==> config.mk <==
export PLATFORM = sky130hd
export DESIGN_NAME = pcuw_rspq
export DESIGN_NICKNAME = d
export VERILOG_FILES = /design/src/rtl/polygon_clip_to_unit_window_core_defines.svh /design/src/rtl/pcuw_pkg.sv /design/src/rtl/pcuw_rspq.sv
export SDC_FILE = /design/constraint.sdc
export NUM_CORES = 1
export LEC_CHECK = 0
export BUFFER_PORTS_ARGS = -buffer_cell sky130_fd_sc_hd__buf_2
export CAP_MARGIN = 40
export CORE_MARGIN = 4
export CORE_UTILIZATION = 54
export DETAILED_ROUTE_END_ITERATION = 8
export PLACE_DENSITY = 0.85
export SLEW_MARGIN = 0
export SYNTH_ARGS = -nofsm -noshare
export SYNTH_HDL_FRONTEND = slang
export SYNTH_SLANG_ARGS = --single-unit
==> constraint.sdc <==
create_clock -name clock -period 5.5 [get_ports clock]
set_clock_uncertainty 0.15 [all_clocks]
set_input_delay 0 -clock clock [delete_from_list [all_inputs] [get_ports clock]]
set_output_delay 0 -clock clock [all_outputs]
set_load 0.01 [all_outputs]
==> src/rtl/polygon_clip_to_unit_window_core_defines.svh <==
// Assertion macros shared by the polygon clipper RTL.
// No dependencies; included by files that carry concurrent assertions.
`ifndef POLYGON_CLIP_TO_UNIT_WINDOW_CORE_DEFINES_SVH
`define POLYGON_CLIP_TO_UNIT_WINDOW_CORE_DEFINES_SVH
`ifndef SYNTHESIS
`define PCUW_ASSERT(lbl, clk, rst, prop) \
   lbl: assert property (@(posedge clk) disable iff (rst) prop) \
      else $error("pcuw assertion failed");
`define PCUW_NEVER(lbl, clk, rst, cond) \
   lbl: assert property (@(posedge clk) disable iff (rst) !(cond)) \
      else $error("pcuw forbidden condition seen");
`else
`define PCUW_ASSERT(lbl, clk, rst, prop)
`define PCUW_NEVER(lbl, clk, rst, cond)
`endif
`endif

==> src/rtl/pcuw_pkg.sv <==
// Types, constants and helpers of the unit window polygon clipper.
// Used by every module of the block; depends on nothing.
package pcuw_pkg;

   localparam int CW = 24;
   localparam int DW = CW + 1;
   localparam int PW = 2 * DW;
   localparam int MAX_VERTICES = 16;
   localparam int DEPTH = MAX_VERTICES + 4;
   localparam int ADDR_W = $clog2(DEPTH);
   localparam int CNT_W = $clog2(DEPTH + 1);
   localparam int STEP_W = $clog2(DW);
   localparam logic signed [CW-1:0] WIN_ONE = CW'(65536);
   localparam logic signed [CW-1:0] WIN_NEG = -WIN_ONE;

   localparam logic [1:0] STG_LEFT = 2'd0;
   localparam logic [1:0] STG_BOTTOM = 2'd1;
   localparam logic [1:0] STG_RIGHT = 2'd2;
   localparam logic [1:0] STG_TOP = 2'd3;

   typedef struct packed {
      logic signed [CW-1:0] x;
      logic signed [CW-1:0] y;
   } vertex_type;

   typedef struct packed {
      logic signed [CW-1:0] vertex_x;
      logic signed [CW-1:0] vertex_y;
      logic last_vertex;
   } req_type;

   typedef struct packed {
      logic signed [CW-1:0] out_x;
      logic signed [CW-1:0] out_y;
      logic last_out;
      logic empty_res;
      logic overflow;
   } rsp_type;

   typedef struct packed {
      vertex_type v;
      logic last;
      logic keep;
   } fitem_type;

   typedef struct packed {
      logic start;
      logic [DW-1:0] a;
      logic [DW-1:0] d;
      logic [DW-1:0] c;
   } md_req_type;

   typedef struct packed {
      logic done;
      logic [DW-1:0] q;
   } md_rsp_type;

   typedef enum logic [3:0] {
      ST_IDLE, ST_START, ST_SREAD, ST_EVAL, ST_MUL, ST_DIV,
      ST_APPEND, ST_NEXT, ST_END, ST_ORD, ST_OPUSH
   } state_type;

   function automatic logic in_window(logic [1:0] stage, vertex_type v);
      logic r;
      case (stage)
         STG_LEFT: r = (v.x >= WIN_NEG);
         STG_BOTTOM: r = (v.y >= WIN_NEG);
         STG_RIGHT: r = (v.x <= WIN_ONE);
         STG_TOP: r = (v.y <= WIN_ONE);
         default: r = 1'b1;
      endcase
      return r;
   endfunction

   function automatic logic [DW-1:0] mag(logic signed [DW-1:0] v);
      return v[DW-1] ? DW'(-v) : DW'(v);
   endfunction

endpackage

==> src/rtl/pcuw_rspq.sv <==
// Two entry result queue between the clip engine and the result port.
// Uses pcuw_pkg for the result beat type.
module pcuw_rspq (
   input  logic clock,
   input  logic reset,
   input  logic push,
   output logic full,
   input  pcuw_pkg::rsp_type push_data,
   input  logic pop,
   output logic empty,
   output pcuw_pkg::rsp_type pop_data
);
   pcuw_pkg::rsp_type q_ff [2];
   logic wr_ff, rd_ff;
   logic [1:0] cnt_ff;
   logic do_push, do_pop;

   assign full = (cnt_ff == 2'd2);
   assign empty = (cnt_ff == 2'd0);
   assign pop_data = q_ff[rd_ff];
   assign do_push = push && !full;
   assign do_pop = pop && !empty;

   always_ff @(posedge clock) begin
      if (reset) begin
         wr_ff <= 1'b0;
         rd_ff <= 1'b0;
         cnt_ff <= '0;
      end else begin
         wr_ff <= wr_ff ^ do_push;
         rd_ff <= rd_ff ^ do_pop;
         cnt_ff <= cnt_ff + {1'b0, do_push} - {1'b0, do_pop};
      end
   end

   always_ff @(posedge clock) begin
      if (do_push) begin
         q_ff[wr_ff] <= push_data;
      end
   end
endmodule

==> metrics.cfg <==
[run_status]
status = finished, final reports clean

[clocking]
postCtsSetupBuffers = 0
cts_buffers = 9
cts_sinks = 106
cts_tree = yes
clk_path_buf_depth = 2
root_buffer = clkbuf_8
clk_pin_slew_ns = 0.09
clkLatencyLatePin_ns = 0.35
htreeDepth = 3

[final_layout]
nets = 410
n_fill_cell = 400
final_core_util_pct = 76.2
n_antenna_cell = 0
seq_area_sq_um = 3140
layout-drive-gt1-share_pct = 50.6
multiInputGateArea_sq_um = 729
syn_to_final_growth_pct = 33.9

[global_route]
grt-ovfl-total = 0
antenna_found_initial = 0
grt_pass1_vias = 2340
grtUsageTotal_pct = 17.4
grt_max_degree = 52
grt_pass1_wl_microns = 11400

[floorplanning]
dieWidth_microns = 93.5
die_y_microns = 93.5
start_util_pct = 56.9
die_area_sq_um = 8750
io_pins = 108
row_count = 30
fp.coreArea_sq_um = 6940

[placement]
dp_hpwl_microns = 4310
gp_congestion = 0.735
io_buffers = 107

[min_path]
worstHoldEndpoint = cnt_ff[1]
worstHoldStart = push
hold_path.class = primary input to flip-flop
whs_path_depth = 5

[detailed_routing]
wl_microns = 7420
vias = 2191
drt-pass1-iter-count = 4
viasPerCell = 4.85
wl_per_cell_microns = 16.4
drcViolationCount = 0
dr.first_iter.drc_count = 63
ant_nets = 0

[logic_synthesis]
synth.net_count = 241
yosysWarnings = 0
synth-seq-cells = 106
synth_area_sq_um = 3950
ys_types = 15
synthCells = 182
yosysSeqAreaShare_pct = 79.6
syn_avg_cell_area_sq_um = 21.7

[worst_setup_path]
r2r_end = q_ff[0][13]
ff2ff_path_depth = 4
arrival_ns = 2.12
r2r-start = cnt_ff[0]
crit_required_ns = 5.35
crit_path_end_kind = output pin
crit_fanout = 29
criticalPathCategory = flip-flop to output pin
start_kind = flip-flop
r2r_setup_slack_ns = 3.56

[pwr]
leakage_uw = 0.00203
power_density_nw_per_um2 = 386
ir_drop_v = 0.000243

[timing]
finalCritPeriodShare_pct = 41.3
clock.fmax_mhz = 440
layout_min_cycle_time_ns = 2.27
setup_viol = 0
relSlewSlack_pct = 55.2
worst_slew_pin_slew_ns = 0.673
finalHoldViolCount = 0
tns_ns = 0
final-max-slew-violation-count = 0
rsz0062_at_grt = false

[job]
maxCapViolCount = 0

## cell type report
type / count / area share (%)
Clock buffer: 10 / 2.41
Clock inverter: 6 / 1.09
Inverter: 3 / 0.213
Timing Repair Buffer: 164 / 20.8
Sequential cell: 106 / 59.5
Tap cell: 96 / 2.27
Multi-Input combinational cell: 67 / 13.8
## synthesized netlist by cell type, drive strengths merged
| library cell | number | area share [%] |
|---|---|---|
| inv | 3 | 0.29 |
| nand2 | 1 | 0.095 |
| and2 | 1 | 0.16 |
| dfxtp | 4 | 2.0 |
| xnor3 | 1 | 0.57 |
| o21a | 1 | 0.19 |
| ha | 4 | 1.3 |
| buf | 6 | 1.8 |
| edfxtp | 102 | 78 |
| nor2b | 2 | 0.32 |
| nor2 | 4 | 0.38 |
| mux2 | 52 | 15 |
| nand2b | 1 | 0.16 |
## what timing repair did
action                                  in CTS  in global routing
hold buffers                                54                  0
hold endpoints to repair                   106                  0
endpoints found under the setup margin       0                  0
resized for setup                            0                  0
## per-stage QoR
stage / std cells / setup WS (ns) / hold WS (ns) / cell area [sq um] / power, uW
after floorplan: 182 / 3.05 / -0.0833 / 3950 / 1420
after global placement: 382 / 3.61 / 0.0375 / 4560 / 1570
after detailed placement: 382 / 3.54 / 0.0410 / 4560 / 1590
after CTS: 452 / 3.20 / 0.0708 / 5290 / 2060
after global routing: 452 / 3.14 / 0.101 / 5290 / 2140
final: 452 / 3.23 / 0.0813 / 5290 / 2040
## layer usage
metal	GRT usage (%)	up-vias	wire (microns)
met5	0	-	0
met4	6.47	0	108
met3	3.86	12	497
met2	29.8	90	3730
met1	21.5	1047	3080
li1	-	1042	-
## worst max-delay path, stage by stage, from the launching register on
cell and delay [ns]:
dfxtp_2 0.75, buf_4 0.46, mux2_2 0.40, buf_2 0.14
## registers in the layout (all words and copies together), names as in the netlist
signal  count
wr_ff       1
rd_ff       1
cnt_ff      2
q_ff      102
## kinds of logic (layout without fill, tap and decap cells)
| group | count (synthesis) | in the layout | synth area share [%] |
|---|---|---|---|
| and+or+nand+nor | 9 | 9 | 1.11 |
| muxes | 52 | 52 | 15.2 |
| xor gates and xnor gates | 1 | 1 | 0.570 |
| buffers and inverters | 9 | 183 | 2.09 |
| adders and majority gates | 4 | 4 | 1.27 |
| DFF | 106 | 106 | 79.6 |
| AOI/OAI and AO/OA | 1 | 1 | 0.190 |
## placed cells by master, fill, tap and decap left out
cell | netlist | layout
buf_2 | 0 | 107
edfxtp_1 | 102 | 102
dlygate4sd3_1 | 0 | 54
mux2_2 | 48 | 48
clkbuf_8 | 0 | 9
nor2_1 | 4 | 4
mux2_4 | 4 | 4
clkinv_2 | 0 | 4
inv_1 | 3 | 3
dfxtp_1 | 4 | 3
buf_4 | 0 | 3
nor2b_1 | 2 | 2
ha_1 | 4 | 2
ha_2 | 0 | 2
nand2b_1 | 1 | 1
and2_1 | 1 | 1
nand2_1 | 1 | 1
o21a_1 | 1 | 1
xnor3_1 | 1 | 1
clkbuf_1 | 0 | 1
bufinv_16 | 0 | 1
clkinvlp_4 | 0 | 1
dfxtp_2 | 0 | 1
## worst max path at each step
stage | start | end | slack [ns] | depth (start not counted)
2_1_floorplan | cnt_ff[0] | q_ff[1][0] | 3.05 | 3
3_3_place_gp | cnt_ff[0] | q_ff[0][25] | 3.61 | 4
3_5_place_dp | cnt_ff[0] | q_ff[0][24] | 3.54 | 4
4_1_cts | rd_ff | pop_data[38] | 3.20 | 3
5_1_grt | rd_ff | pop_data[38] | 3.14 | 3
6_report | rd_ff | pop_data[38] | 3.23 | 3
## report_power, final
part | internal (uW) | switching (uW) | total (uW)
clock network | 208 | 239 | 447
registers | 1020 | 50.7 | 1080
logic | 266 | 254 | 521
Note: power is estimated with default switching activity, not from simulation.
