File: src/rtl/polygon_clip_to_unit_window_core_defines.svh
// Assertion macros shared by the polygon clipper RTL.
// No dependencies; included by files that carry concurrent assertions.
`ifndef POLYGON_CLIP_TO_UNIT_WINDOW_CORE_DEFINES_SVH
`define POLYGON_CLIP_TO_UNIT_WINDOW_CORE_DEFINES_SVH
`ifndef SYNTHESIS
`define PCUW_ASSERT(lbl, clk, rst, prop) \
   lbl: assert property (@(posedge clk) disable iff (rst) prop) \
      else $error("pcuw assertion failed");
`define PCUW_NEVER(lbl, clk, rst, cond) \
   lbl: assert property (@(posedge clk) disable iff (rst) !(cond)) \
      else $error("pcuw forbidden condition seen");
`else
`define PCUW_ASSERT(lbl, clk, rst, prop)
`define PCUW_NEVER(lbl, clk, rst, cond)
`endif
`endif

File: src/rtl/pcuw_pkg.sv
// Types, constants and helpers of the unit window polygon clipper.
// Used by every module of the block; depends on nothing.
package pcuw_pkg;

   localparam int CW = 24;
   localparam int DW = CW + 1;
   localparam int PW = 2 * DW;
   localparam int MAX_VERTICES = 16;
   localparam int DEPTH = MAX_VERTICES + 4;
   localparam int ADDR_W = $clog2(DEPTH);
   localparam int CNT_W = $clog2(DEPTH + 1);
   localparam int STEP_W = $clog2(DW);
   localparam logic signed [CW-1:0] WIN_ONE = CW'(65536);
   localparam logic signed [CW-1:0] WIN_NEG = -WIN_ONE;

   localparam logic [1:0] STG_LEFT = 2'd0;
   localparam logic [1:0] STG_BOTTOM = 2'd1;
   localparam logic [1:0] STG_RIGHT = 2'd2;
   localparam logic [1:0] STG_TOP = 2'd3;

   typedef struct packed {
      logic signed [CW-1:0] x;
      logic signed [CW-1:0] y;
   } vertex_type;

   typedef struct packed {
      logic signed [CW-1:0] vertex_x;
      logic signed [CW-1:0] vertex_y;
      logic last_vertex;
   } req_type;

   typedef struct packed {
      logic signed [CW-1:0] out_x;
      logic signed [CW-1:0] out_y;
      logic last_out;
      logic empty_res;
      logic overflow;
   } rsp_type;

   typedef struct packed {
      vertex_type v;
      logic last;
      logic keep;
   } fitem_type;

   typedef struct packed {
      logic start;
      logic [DW-1:0] a;
      logic [DW-1:0] d;
      logic [DW-1:0] c;
   } md_req_type;

   typedef struct packed {
      logic done;
      logic [DW-1:0] q;
   } md_rsp_type;

   typedef enum logic [3:0] {
      ST_IDLE, ST_START, ST_SREAD, ST_EVAL, ST_MUL, ST_DIV,
      ST_APPEND, ST_NEXT, ST_END, ST_ORD, ST_OPUSH
   } state_type;

   function automatic logic in_window(logic [1:0] stage, vertex_type v);
      logic r;
      case (stage)
         STG_LEFT: r = (v.x >= WIN_NEG);
         STG_BOTTOM: r = (v.y >= WIN_NEG);
         STG_RIGHT: r = (v.x <= WIN_ONE);
         STG_TOP: r = (v.y <= WIN_ONE);
         default: r = 1'b1;
      endcase
      return r;
   endfunction

   function automatic logic [DW-1:0] mag(logic signed [DW-1:0] v);
      return v[DW-1] ? DW'(-v) : DW'(v);
   endfunction

endpackage

File: src/rtl/pcuw_front.sv
// Front end: accepts vertex beats into a four entry queue and marks
// each as kept or dropped against the vertex capacity. Uses pcuw_pkg.
module pcuw_front (
   input  logic clock,
   input  logic reset,
   input  logic req_push,
   output logic req_full,
   input  pcuw_pkg::req_type req_data,
   input  logic deq_pop,
   output logic deq_valid,
   output pcuw_pkg::fitem_type deq_item
);
   pcuw_pkg::fitem_type q_ff [4];
   logic [1:0] wr_ff, wr_in, rd_ff, rd_in;
   logic [2:0] cnt_ff, cnt_in;
   logic [pcuw_pkg::CNT_W-1:0] seen_ff, seen_in;
   logic push, pop, keep;

   assign req_full = (cnt_ff == 3'd4);
   assign deq_valid = (cnt_ff != 3'd0);
   assign deq_item = q_ff[rd_ff];
   assign push = req_push && !req_full;
   assign pop = deq_pop && deq_valid;
   assign keep = (seen_ff < pcuw_pkg::CNT_W'(pcuw_pkg::MAX_VERTICES));

   always_comb begin
      wr_in = push ? wr_ff + 2'd1 : wr_ff;
      rd_in = pop ? rd_ff + 2'd1 : rd_ff;
      cnt_in = cnt_ff + {2'b0, push} - {2'b0, pop};
      seen_in = seen_ff;
      if (push) begin
         if (req_data.last_vertex) begin
            seen_in = '0;
         end else if (keep) begin
            seen_in = seen_ff + 1'b1;
         end
      end
   end

   always_ff @(posedge clock) begin
      if (reset) begin
         wr_ff <= '0;
         rd_ff <= '0;
         cnt_ff <= '0;
         seen_ff <= '0;
      end else begin
         wr_ff <= wr_in;
         rd_ff <= rd_in;
         cnt_ff <= cnt_in;
         seen_ff <= seen_in;
      end
   end

   always_ff @(posedge clock) begin
      if (push) begin
         q_ff[wr_ff] <= '{v: '{x: req_data.vertex_x, y: req_data.vertex_y},
                          last: req_data.last_vertex, keep: keep};
      end
   end
endmodule

File: config.mk
export PLATFORM = sky130hd
export DESIGN_NAME = pcuw_front
export DESIGN_NICKNAME = d
export VERILOG_FILES = /design/src/rtl/polygon_clip_to_unit_window_core_defines.svh /design/src/rtl/pcuw_pkg.sv /design/src/rtl/pcuw_front.sv
export SDC_FILE = /design/constraint.sdc
export NUM_CORES = 1
export LEC_CHECK = 0
export BUFFER_PORTS_ARGS = -buffer_cell sky130_fd_sc_hd__buf_2
export CAP_MARGIN = 20
export CORE_UTILIZATION = 50
export CTS_CLUSTER_SIZE = 10
export DETAILED_ROUTE_END_ITERATION = 10
export PLACE_DENSITY = 0.71
export SLEW_MARGIN = 30
export SYNTH_ARGS = -nofsm -noshare
export SYNTH_HDL_FRONTEND = slang
export SYNTH_SLANG_ARGS = --single-unit
export TNS_END_PERCENT = 20
File: constraint.sdc
create_clock -name clock -period 7.95 [get_ports clock]
set_clock_uncertainty 0.1 [all_clocks]
set_input_delay 1.1925 -clock clock [delete_from_list [all_inputs] [get_ports clock]]
set_output_delay 1.1925 -clock clock [all_outputs]
set_load 0.005 [all_outputs]
==> results.json <==
{
  "outcome": "finished, final reports clean",
  "dieWidth_um": 128,
  "drc": 0,
  "fin_setup_tns_ns": 0,
  "criticalPathCategory": "register to output pin",
  "ys_types": 36,
  "grt_pass1_vias": 3921,
  "critPathRequiredTime_ns": 6.66,
  "worstReg2RegStart": "cnt_ff[2]",
  "ff2ff_path_depth": 9,
  "cts_buffer_depth": 3,
  "post-dp-hpwl_um": 7620,
  "yosys_warnings": 0,
  "io_pins": 105,
  "finalPower_mw": 2.93,
  "grt_pass1_wl_um": 20800,
  "ir_drop_uv": 158,
  "setup_viol": 0,
  "cts_resized": 0,
  "rows": 45,
  "worstMarginPinSlew_ns": 0.762,
  "finalCritPeriodShare_pct": 44.3,
  "vias": 3729,
  "regToRegEndpoint": "cnt_ff[2]",
  "grt_overflow": 0,
  "nets": 526,
  "drt_iter0_markers": 228,
  "cts_max_level": 1,
  "ant_nets": 0,
  "syn_avg_cell_area_um2": 23.1,
  "die_h_um": 128,
  "avgRoutedWirePerCell_um": 19.3,
  "cts_tree": "built",
  "p_leak_nw": 3.18,
  "hold_class": "register to register",
  "via_per_inst": 5.37,
  "diodes": 0,
  "wl_met3_um": 852,
  "crit_end": "deq_item[11]",
  "finalHoldViolations": 0,
  "post_cts_buffers": 0,
  "dr.pass1.iters": 4,
  "crit_arrival_ns": 2.23,
  "grt_usage_pct": 17.0,
  "max_freq_mhz": 284,
  "maxCapViolations": 0,
  "syn-num-nets": 405,
  "layout_setup_ws_ns": 4.43,
  "core_um2": 15400,
  "numCtsBuffers": 25,
  "cp-end-kind": "output pin",
  "pre_cts_slack_ns": 4.87,
  "hold_buffers": 0,
  "totalWireLength_um": 13400,
  "final_cell_mix": "edfxtp_1 (200), buf_2 (104), mux4_2 (50)",
  "die_area_um2": 16400,
  "rsz0062_at_grt": "false",
  "gp_congestion": 0.750,
  "hold_depth": 2,
  "top_layer": "met5",
  "portBuffers": 104,
  "syn_area_um2": 7940,
  "ys_ff_latch": 214,
  "power-per-cell-area_nw_per_um2": 311,
  "wl_met2_um": 6730,
  "m1WireLength_um": 5570,
  "path_clk_slew_ns": 0.05,
  "grt_max_degree": 51,
  "slew-limit-headroom_pct": 49.2,
  "clk_latency_ns": 0.49,
  "antenna_found_initial": 1,
  "yosysSeqAreaShare_pct": 79.2,
  "cts_sinks": 214,
  "period_needed_ns": 3.52,
  "slew_violations": 0,
  "start_kind": "register",
  "area_growth_pct": 18.5,
  "mostFrequentLayoutCell": "edfxtp_1",
  "root_buffer": "clkbuf_16",
  "initial_core_util_pct": 51.7,
  "drive_above_1_share_pct": 40.0,
  "ff2ff_setup_slack_ns": 5.41,
  "syn_inst": 344,
  "path_max_fanout": 26
}
synth_stat cells, drive strengths merged:
cell type    n  share of area [%]
and4b        1               0.13
xnor2        3               0.33
nor2         6               0.28
nand4b       1               0.11
edfxtp     200                 76
o211ai       1              0.095
nand4        1              0.079
nand2        3               0.14
or3b         1               0.11
ha           7                1.1
o311ai       1               0.11
o31a         1               0.11
nor2b        4               0.32
dfxtp       14                3.5
nand3        2               0.13
a311oi       1               0.11
o31ai        2               0.19
fa           1               0.25
o21ai        2               0.13
o32ai        1               0.11
a32o         1               0.13
xor2         1               0.11
or3          1              0.079
mux4        50                 14
buf          9               0.74
clkbuf       7               0.33
inv          9               0.43
and3         6               0.47
a21oi        4               0.25
o211a        1               0.13
a31oi        1              0.079
nor3b        1              0.095
worst min-delay path by stage:
stage | start | end | slack [ns]
CTS | seen_ff[3] | seen_ff[3] | 0.38
floorplan | seen_ff[3] | seen_ff[3] | 0.35
detailed placement | seen_ff[3] | seen_ff[3] | 0.38
finish | seen_ff[3] | seen_ff[3] | 0.39
global route | seen_ff[3] | seen_ff[3] | 0.41
global placement | seen_ff[3] | seen_ff[3] | 0.36
worst max-delay path, stage by stage, from the launching register on:
cell     delay (ns)
dfxtp_4        0.70
buf_12         0.30
mux4_2         0.57
buf_2          0.15
logic make-up (layout without fill, tap and decap cells):
family	Yosys count	after routing	share of synthesized area, %
compound gates	16	16	1.43
xor+xnor	4	4	0.441
fa+ha+maj	8	8	1.35
buf+inv	25	164	1.50
flops	214	214	79.2
mux	50	50	14.2
simple gates	27	27	1.94
power by group:
group          total (mW)  switching [mW]  internal (mW)
clock network       0.976           0.388          0.587
registers            1.41          0.0610           1.35
logic               0.545           0.246          0.299
total                2.93           0.695           2.23
per-stage QoR:
step	util (%)	hold slack, ns	instances	instance area, um^2
2_1_floorplan	-	0.347	344	7940
3_3_place_gp	56.5	0.358	648	8690
3_5_place_dp	56.7	0.381	649	8710
4_1_cts	61.2	0.384	694	9410
5_1_grt	61.2	0.412	694	9410
6_report	61.2	0.388	694	9410
registers in the layout (all words and copies together) (netlist names), named ones only:
register  count
q_ff        200
seen_ff       5
cnt_ff        3
rd_ff         2
wr_ff         2
layer usage:
metal	up-vias	GRT usage, %
li1	1686	-
met1	1915	22.0
met2	105	28.7
met3	21	4.01
met4	2	5.47
met5	-	0
cell type report:
cell class / instances / area, um^2
flip-flops and latches: 214 / 6290
repair buffers: 110 / 578
inverters: 9 / 33.8
clock buffers: 44 / 697
clock inverters: 1 / 7.51
fillers: 1088 / 5960
multi-input cells: 105 / 1540
well taps: 211 / 264
Power figures use the tool's default switching activity.
